<file path="config.mk">
export PLATFORM = sky130hd
export DESIGN_NAME = prleq_ram
export DESIGN_NICKNAME = d
export VERILOG_FILES = /design/src/hw/rtl/prleq_ram.sv
export SDC_FILE = /design/constraint.sdc
export NUM_CORES = 1
export LEC_CHECK = 0
export ABC_AREA = 1
export CAP_MARGIN = 20
export CORE_MARGIN = 3
export CORE_UTILIZATION = 30
export DETAILED_ROUTE_END_ITERATION = 10
export DONT_BUFFER_PORTS = 1
export GPL_ROUTABILITY_DRIVEN = 0
export GPL_TIMING_DRIVEN = 0
export PLACE_DENSITY_LB_ADDON = 0.05
export RECOVER_POWER = 25
export SYNTH_ARGS = -nofsm -noshare
export SYNTH_HDL_FRONTEND = slang
export SYNTH_SLANG_ARGS = --single-unit
</file>
<file path="constraint.sdc">
create_clock -name i_clk -period 2.2 [get_ports i_clk]
set_input_delay 0 -clock i_clk [delete_from_list [all_inputs] [get_ports i_clk]]
set_output_delay 0 -clock i_clk [all_outputs]
set_load 0.01 [all_outputs]
</file>
<file path="src/hw/rtl/prleq_ram.sv">
// generic single write port ram with registered read
`default_nettype none
module prleq_ram #(
    parameter int WIDTH = 8,
    parameter int DEPTH = 32
) (
    input  wire logic                     i_clk,
    input  wire logic                     i_we,
    input  wire logic [$clog2(DEPTH)-1:0] i_waddr,
    input  wire logic [WIDTH-1:0]         i_wdata,
    input  wire logic [$clog2(DEPTH)-1:0] i_raddr,
    output logic      [WIDTH-1:0]         o_rdata
);

    logic [WIDTH-1:0] r_mem [DEPTH];

    always_ff @(posedge i_clk) begin
        if (i_we) begin
            r_mem[i_waddr] <= i_wdata;
        end
        o_rdata <= r_mem[i_raddr];
    end

endmodule
`default_nettype wire

</file>
==> out/results.ini <==
[yosys]
netlist_area_mm2 = 0.01079
synth-seq-area-share_pct = 72.75
synthTopCellsByCount = nand2_1 (360), edfxtp_1 (256), nand3_1 (204), nor2_1 (32), buf_6 (24)
synth_edf_count = 256
ys_seq_elements = 264
synth_top_area_share_pct = 71.27
synth_area_leaders = edfxtp_1 (71%), nand2_1 (13%), nand3_1 (9.5%)
syn_nets = 942
yosysWarnings = 0
ys_types = 12
synth_cells = 922
synth_largest_area_cell = edfxtp_1
postSynthAreaPerCell_um2 = 11.70
yosysMostFrequentCell = nand2_1
synth_ff_type = edfxtp_1
synthArstFlopShare_pct = 0

[global_routing]
grt_pass1_vias = 6777
grt_max_degree = 33
antenna_found_initial = 1
grtUsageTotal_pct = 17.10
grt.overflow.total = 0
grt_pass1_wl_mm = 47.80

[power_and_ir_drop]
power.total_mw = 11.33
p_leak_nw = 4.608
vdd_drop_max_uv = 657.9
powerDensity_mw_per_mm2 = 900.4

[critical_path]
critPathBufInv = 2
critical_path_class = in -> reg
cpPeakStageDelay_ns = 1.36
arrival_ns = 1.92
cp-start-kind = primary input
path_cells = dlygate4sd3_1 -> clkbuf_1
cp_top_family = buffers and inverters
endpoint_kind = register
crit_path_max_fanout = 32
worst_path_max_delay_cell = clkbuf_1
required_ns = 2.27

[sta]
clock.fmax_mhz = 539.9
tightest_slew_ns = 1.907
drv_slew = 198
hold_ws_ns = 0.03307
hold_violations = 0
setup_viol = 0
fin_crit_ns = 1.852
rsz0062_at_grt = false
min_period_over_period_pct = 84.20
slew_headroom_pct = -27.16
worst_clock_skew_ns = 0.02100
fin_setup_tns_ns = 0

[clock_network]
post-cts-setup-buffers = 0
clk_pin_slew_ns = 0.06
cts_tree = done
clkSinkCount = 264
cts_buffer_depth = 3
numCtsBuffers = 31
cts_root_buffer = clkbuf_16
htree_levels = 1
clk_latency_ns = 0.56

[finish]
multi_input_area_mm2 = 0.002492
nFillCells = 3509
area_growth_pct = 16.63
sequential_cell_area_mm2 = 0.007848
insertedDiodeCount = 0
fin_nets = 998
final_util_pct = 35.98
drive_gt1_share_pct = 9.073

[die]
core_area_mm2 = 0.03497
io_pins = 28
die_w_um = 195.6
dieArea_mm2 = 0.03827
start_util_pct = 30.85
num_rows = 68
die_y_um = 195.6

[placement]
portBuffers = 0
dpl.hpwl_mm = 21.18

[min_path]
hold_path.class = in -> reg

[status]
violations = max-capacitance violations, max-slew violations
outcome = complete, but fails checks

[job]
cap_violations = 6

[routing]
post-route-drc-count = 0
drtIter0Drc = 487
first_pass_iters = 5
routedWlPerCell_um = 22.65
routed_wl_mm = 33.03
dr_total_vias = 6946
viasPerCell = 4.764
ant_nets = 0

==> where the power goes <==
part	total, mW	internal [mW]	switching, mW	leakage, nW
logic	0.775	0.214	0.561	1.75
clock network	4.93	2.94	1.99	0.486
registers	5.62	5.60	0.0270	2.37
==> cells by family (layout without fill, tap and decap cells) <==
kind of cell	Yosys count	count (layout)	share of synthesized area (%)
flops	264	264	72.75
simple gates	596	596	23.11
buf+inv	62	143	4.141
==> cell type report <==
cell class / count / area share, %
inverter: 10 / 0.2984
multi-input combinational: 596 / 19.81
clock inverter: 16 / 1.024
timing repair buffer: 23 / 1.900
sequential: 264 / 62.38
tap: 455 / 4.525
clock buffer: 42 / 6.813
buffer: 52 / 3.252
==> worst paths after layout <==
path	from	endpoint	slack, ns	cells past startpoint
max reg2reg	r_mem[29][5]$_DFFE_PP_	o_rdata[5]$_DFF_P_	0.52	9
max	i_wdata[6]	r_mem[9][6]$_DFFE_PP_	0.35	2
min reg2reg	r_mem[16][2]$_DFFE_PP_	o_rdata[2]$_DFF_P_	0.86	8
min	i_waddr[4]	r_mem[15][6]$_DFFE_PP_	0.03	3
==> registers in the layout (all words and copies together) (netlist names) <==
register  cells
o_rdata       8
r_mem       256
==> cells in the final DEF, fill, tap and decap left out, types with 5 or more instances in the layout <==
master,count
clkinv_1,7
edfxtp_1,256
nand2_1,360
nor2_1,32
clkbuf_1,17
buf_2,15
clkbuf_16,31
buf_6,24
inv_1,8
dlygate4sd3_1,15
dfxtp_1,8
clkinv_2,5
nand3_1,204
==> per-layer routing <==
metal  wire length (µm)  global-route usage (%)  up-vias
met2              14670                   26.12      156
met5                  0                       0        -
li1                   -                       -     3322
met3               1366                   2.329       38
met4                683                   3.670        0
met1              16310                   26.00     3430
==> per-stage QoR <==
stage	worst slack, ns	area, µm²	std cells
finish	0.3477	12580	1458
global route	0.2435	12580	1458
CTS	0.4004	12650	1458
detailed placement	0.3630	11360	1377
global placement	0.3614	11360	1377
floorplan	1.166	10790	922
==> repair_timing <==
item                                   in CTS  in global routing
hold buffers                               23                  0
gates resized for setup                     0                  0
endpoints found under the hold margin     384                  0
Note: power is estimated with default switching activity, not from simulation.
