===== src/hw/rtl/prleq_pkg.sv =====
// shared types and constants of the priced rate-limited egress queue
`default_nettype none
package prleq_pkg;

    typedef enum logic [1:0] {
        KIND_VERDICT = 2'd0,
        KIND_SEGMENT = 2'd1,
        KIND_SUMMARY = 2'd2
    } t_kind;

    typedef enum logic {
        CMD_ARRIVAL = 1'b0,
        CMD_TICK    = 1'b1
    } t_cmd;

    typedef enum logic [1:0] {
        CFG_BUFFER_SPACE = 2'd0,
        CFG_LINK_RATE    = 2'd1,
        CFG_TARGET_UTIL  = 2'd2,
        CFG_PRICE_GAIN   = 2'd3
    } t_cfg_idx;

    typedef enum logic [2:0] {
        OP_STEP  = 3'd0,
        OP_DELTA = 3'd1,
        OP_LU    = 3'd2,
        OP_LR    = 3'd3,
        OP_MQ    = 3'd4,
        OP_MD    = 3'd5,
        OP_BU    = 3'd6,
        OP_DLY   = 3'd7
    } t_op;

    localparam logic [62:0] PRICE_FLOOR = 63'd281;
    localparam logic [62:0] PRICE_START = 63'd28147497671;
    localparam logic [62:0] PRICE_MAX   = {63{1'b1}};
    localparam logic [23:0] RST_BUFFER_SPACE = 24'd0;
    localparam logic [23:0] RST_LINK_RATE    = 24'd256;
    localparam logic [16:0] RST_TARGET_UTIL  = 17'd58982;
    localparam logic [16:0] RST_PRICE_GAIN   = 17'd197;

    // request to and response from the shared multiply-divide unit
    typedef struct packed {
        logic        start;
        logic [63:0] x;
        logic [63:0] y;
        logic [63:0] z;
    } t_md_req;

    typedef struct packed {
        logic        done;
        logic [63:0] q;
    } t_md_rsp;

endpackage
`default_nettype wire


===== src/hw/rtl/prleq_muldiv.sv =====
// iterative floor(x * y / z) unit, shift-add multiply then restoring divide
`default_nettype none
module prleq_muldiv (
    input  wire logic               i_clk,
    input  wire logic               i_rst_n,
    input  wire prleq_pkg::t_md_req i_req,
    output prleq_pkg::t_md_rsp      o_rsp
);

    typedef enum logic [2:0] {
        U_IDLE = 3'b001,
        U_MUL  = 3'b010,
        U_DIV  = 3'b100
    } t_ustate;

    t_ustate      r_state, n_state;
    logic [127:0] r_acc, n_acc;
    logic [127:0] r_mx, n_mx;
    logic [63:0]  r_my, n_my;
    logic [63:0]  r_z, n_z;
    logic [63:0]  r_rem, n_rem;
    logic [63:0]  r_q, n_q;
    logic [5:0]   r_cnt, n_cnt;
    logic         r_done, n_done;
    logic [64:0]  w_trial;

    assign w_trial = {r_rem, r_acc[63]};

    always_comb begin
        n_state = r_state;
        n_acc   = r_acc;
        n_mx    = r_mx;
        n_my    = r_my;
        n_z     = r_z;
        n_rem   = r_rem;
        n_q     = r_q;
        n_cnt   = r_cnt;
        n_done  = 1'b0;
        unique case (r_state)
            U_IDLE: begin
                if (i_req.start) begin
                    n_acc   = '0;
                    n_mx    = {64'd0, i_req.x};
                    n_my    = i_req.y;
                    n_z     = i_req.z;
                    n_state = U_MUL;
                end
            end
            U_MUL: begin
                if (r_my == '0) begin
                    if (r_acc[127:64] >= r_z) begin
                        n_q     = '1;
                        n_done  = 1'b1;
                        n_state = U_IDLE;
                    end else begin
                        n_rem   = r_acc[127:64];
                        n_cnt   = 6'd63;
                        n_q     = '0;
                        n_state = U_DIV;
                    end
                end else begin
                    if (r_my[0]) begin
                        n_acc = r_acc + r_mx;
                    end
                    n_mx = {r_mx[126:0], 1'b0};
                    n_my = {1'b0, r_my[63:1]};
                end
            end
            U_DIV: begin
                if (w_trial >= {1'b0, r_z}) begin
                    n_rem = 64'(w_trial - {1'b0, r_z});
                    n_q   = {r_q[62:0], 1'b1};
                end else begin
                    n_rem = w_trial[63:0];
                    n_q   = {r_q[62:0], 1'b0};
                end
                n_acc = {r_acc[126:0], 1'b0};
                n_cnt = r_cnt - 6'd1;
                if (r_cnt == '0) begin
                    n_done  = 1'b1;
                    n_state = U_IDLE;
                end
            end
            default: n_state = U_IDLE;
        endcase
    end

    always_ff @(posedge i_clk) begin
        if (!i_rst_n) begin
            r_state <= U_IDLE;
            r_done  <= 1'b0;
        end else begin
            r_state <= n_state;
            r_done  <= n_done;
        end
        r_acc <= n_acc;
        r_mx  <= n_mx;
        r_my  <= n_my;
        r_z   <= n_z;
        r_rem <= n_rem;
        r_q   <= n_q;
        r_cnt <= n_cnt;
    end

    assign o_rsp.done = r_done;
    assign o_rsp.q    = r_q;

endmodule
`default_nettype wire


===== config.mk =====
export PLATFORM = sky130hd
export DESIGN_NAME = prleq_muldiv
export DESIGN_NICKNAME = d
export VERILOG_FILES = /design/src/hw/rtl/prleq_pkg.sv /design/src/hw/rtl/prleq_muldiv.sv
export SDC_FILE = /design/constraint.sdc
export NUM_CORES = 1
export LEC_CHECK = 0
export BUFFER_PORTS_ARGS = -buffer_cell sky130_fd_sc_hd__buf_2
export CORE_MARGIN = 1.5
export CORE_UTILIZATION = 55
export DETAILED_ROUTE_END_ITERATION = 8
export PLACE_DENSITY = 0.74
export SLEW_MARGIN = 20
export SYNTH_ARGS = -nofsm -noshare
export SYNTH_HDL_FRONTEND = slang
export SYNTH_SLANG_ARGS = --single-unit

===== constraint.sdc =====
create_clock -name i_clk -period 35.4 [get_ports i_clk]
set_input_delay 7.08 -clock i_clk [delete_from_list [all_inputs] [get_ports i_clk]]
set_output_delay 7.08 -clock i_clk [all_outputs]
set_load 0.02 [all_outputs]

==> metrics.txt <==
Top Ports=260; grt total ovfl=0; mapped cell area=between 30000 and 40000 µm²; maximum buffer depth of the clock tree=3; count leader, synth=nand2_1; fmax=0.110 GHz; Die H=256 µm; vias in the first global route=between 20000 and 30000; post-synth top area share=0.443; largest net degree at the start of global routing=111; Via Count=28600; worst skew pair latency=0.63 ns; max incr delay on CP=0.89 ns; synthesized area per cell=9.27 µm²; top_reg_cell synth=edfxtp_1; Worst R2R End=r_rem[2]$_DFFE_PP_; RSZ-0062 raised after global routing=no; Setup-failing EPs final=0; hold path startpoint=r_my[16]$_DFFE_PP_; Worst Reg2Reg Path Length in Cells=14; Mapped Cells=~3800; Place WS=25.69 ns; Detail Route Antenna Nets=0; worst-path cell chain=buf_2 > nand3b_1 > o21a_1 > o21ai_4 > buf_4 > buf_4; routed length per instance=~19 µm; Via density=5.94; post-synth top area cell=edfxtp_1; Core Area=about 63000 µm²; maximum VDD drop=about 0.000048 V; Hold Fails Final Rpt=0; Reg2Reg Launch Point=r_z[3]$_DFFE_PP_; Crit-path slowest cell=buf_4; # resized after CTS=0; EDFF count, synth=518; Setup TNS Final=0 ns; drt first-iter violations=2423; Die W=~260 µm; Reg2Reg Setup Slack=30.61 ns; fill count=roughly 5500; top cells by count, synth=733 x nand2_1, 518 x edfxtp_1, 332 x a21oi_1; synthesis-to-layout area growth=10.4%; synth top area cells=edfxtp_1 44%, ha_1 9.2%, nand2_1 7.8%, a21oi_1 4.7%, o21ai_0 4.3%; # DRC=0; die area=65300 µm²; worst clock skew=0.0388 ns; Arrival @ worst endpoint=approximately 9.3 ns; Lkg Pwr=0.0160 µW; initial core utilization=0.556; Max Slew Vio Count=0; max_cap viols=0; YS warnings=0; share of layout cells above drive strength 1=0.108; Crit Path Max Fanout=76; initial antenna violation count=0; FFs w/ async S/R, synth=0; minimum clock period=9.11 ns; Syn Nets=about 4200; Critical Path RT=35.62 ns; crit start category=input port; Seq/Total Area, Yosys=0.445; hold endpoint=r_my[15]$_DFFE_PP_; n_diodes=0; Total Nets Final=4377; CTS sink count=522; Setup WS post-layout=26.29 ns; status=completed; crit share post-route=0.257; CTS Hold Bufs=0; DRT Pass-1 Iters=7; CP dominant cell by count=buf_4; worst slew pin tran=approximately 1.1 ns; Final Wtd Congestion=0.945; post-CTS setup buffer count=0; Distinct cells, synth=roughly 90; H-tree Lvls=2; first-pass GRT wire length=144000 µm; power density over cell area=57.0 nW/µm²; CTS root buffer=clkbuf_16; Hold Path Cell Cnt=2; Reg clk slew, reported paths=0.06 ns; Port Buffers=around 260; Critical Path End Type=flop; Setup Crit Path Kind=input port to flop; GRT Util Overall=0.270; total wire length=90000 µm; half-perimeter wire length after placement=66000 µm; fin util=0.614; #FFs+latches synth=between 500 and 600; CTS buffer count=55; TritonCTS clock tree=done; Hold Crit Class=flop to flop; # rows=92; Slew HR=0.262
-- cell families (layout without fill, tap and decap cells) --
group,Yosys count,count (layout),share of synthesized area
buf+inv,319,502,0.0354
simple gates,1342,1342,0.170
compound gates,1148,1148,0.207
flops,522,522,0.445
fa+ha+maj,259,259,0.0927
mux,11,11,0.00317
xor+xnor,184,184,0.0459
-- how the worst max path moves through the flow --
stage          startpoint               endpoint  slack, ns  depth (start not counted)
5_1_grt        i_req[192]    r_acc[63]$_DFFE_PP_      26.16                          6
3_3_place_gp   i_req[192]    r_acc[50]$_DFFE_PP_      25.71                          6
3_5_place_dp   i_req[192]    r_acc[51]$_DFFE_PP_      25.69                          6
2_1_floorplan  i_req[192]  r_mx[0]$_SDFFCE_PP0P_      18.21                          2
4_1_cts        i_req[192]    r_acc[45]$_DFFE_PP_      26.33                          6
6_report       i_req[192]    r_acc[67]$_DFFE_PP_      26.29                          6
-- routing by layer --
metal | global-route usage | vias to the layer above | routed length [µm]
met2 | 0.413 | 917 | 39400
met4 | 0.0791 | 0 | 2370
li1 | - | 14100 | -
met1 | 0.404 | 13500 | 42900
met5 | 0 | - | 0
met3 | 0.0312 | 141 | 5410
-- per-stage QoR --
stage / area [µm²] / cells / hold WS (ns) / total power, µW
6_report: 38700 / 4814 / 0.540 / 2210
5_1_grt: 38700 / 4814 / 0.565 / 2330
4_1_cts: 38700 / 4813 / 0.540 / 2210
3_5_place_dp: 36900 / 4711 / 0.528 / 1610
3_3_place_gp: 36900 / 4711 / 0.516 / 1600
2_1_floorplan: 35100 / 3785 / 0.510 / 1430
-- cell usage in the layout (no fill, tap or decap), types with 109 or more instances in the layout --
cell type    n
a21o_1     149
a21oi_1    331
buf_2      259
edfxtp_1   518
ha_1       257
inv_1      123
nand2_1    730
nor2_1     214
o21a_1     109
o21ai_0    304
-- power by group --
group,internal (µW),switching (µW)
Sequential,790,57.4
Combinational,286,481
Clock,338,256
-- worst max-delay path: cells and delay by family --
kind | cells | cell delay [ns]
buffers and inverters | 3 | 1.57
and+or+nand+nor | 1 | 0.21
AOI/OAI and AO/OA | 2 | 0.32
-- state kept, by name, summed over array words and instances, names as in the netlist --
name / flops
r_mx: 128
r_state: 3
r_z: 64
r_done: 1
r_q: 64
r_cnt: 6
r_my: 64
r_rem: 64
r_acc: 128
-- layout make-up --
class | instances | area [µm²] | area share
Timing Repair Buffer | 277 | 1440 | 0.0373
Inverter | 123 | 462 | 0.0119
Multi-Input combinational cell | 2944 | 18300 | 0.472
Tap cell | 846 | 1060 | 0.0273
Clock buffer | 60 | 1440 | 0.0371
Clock inverter | 42 | 402 | 0.0104
Sequential cell | 522 | 15600 | 0.404
No activity file was read; power rests on OpenSTA's default activity.
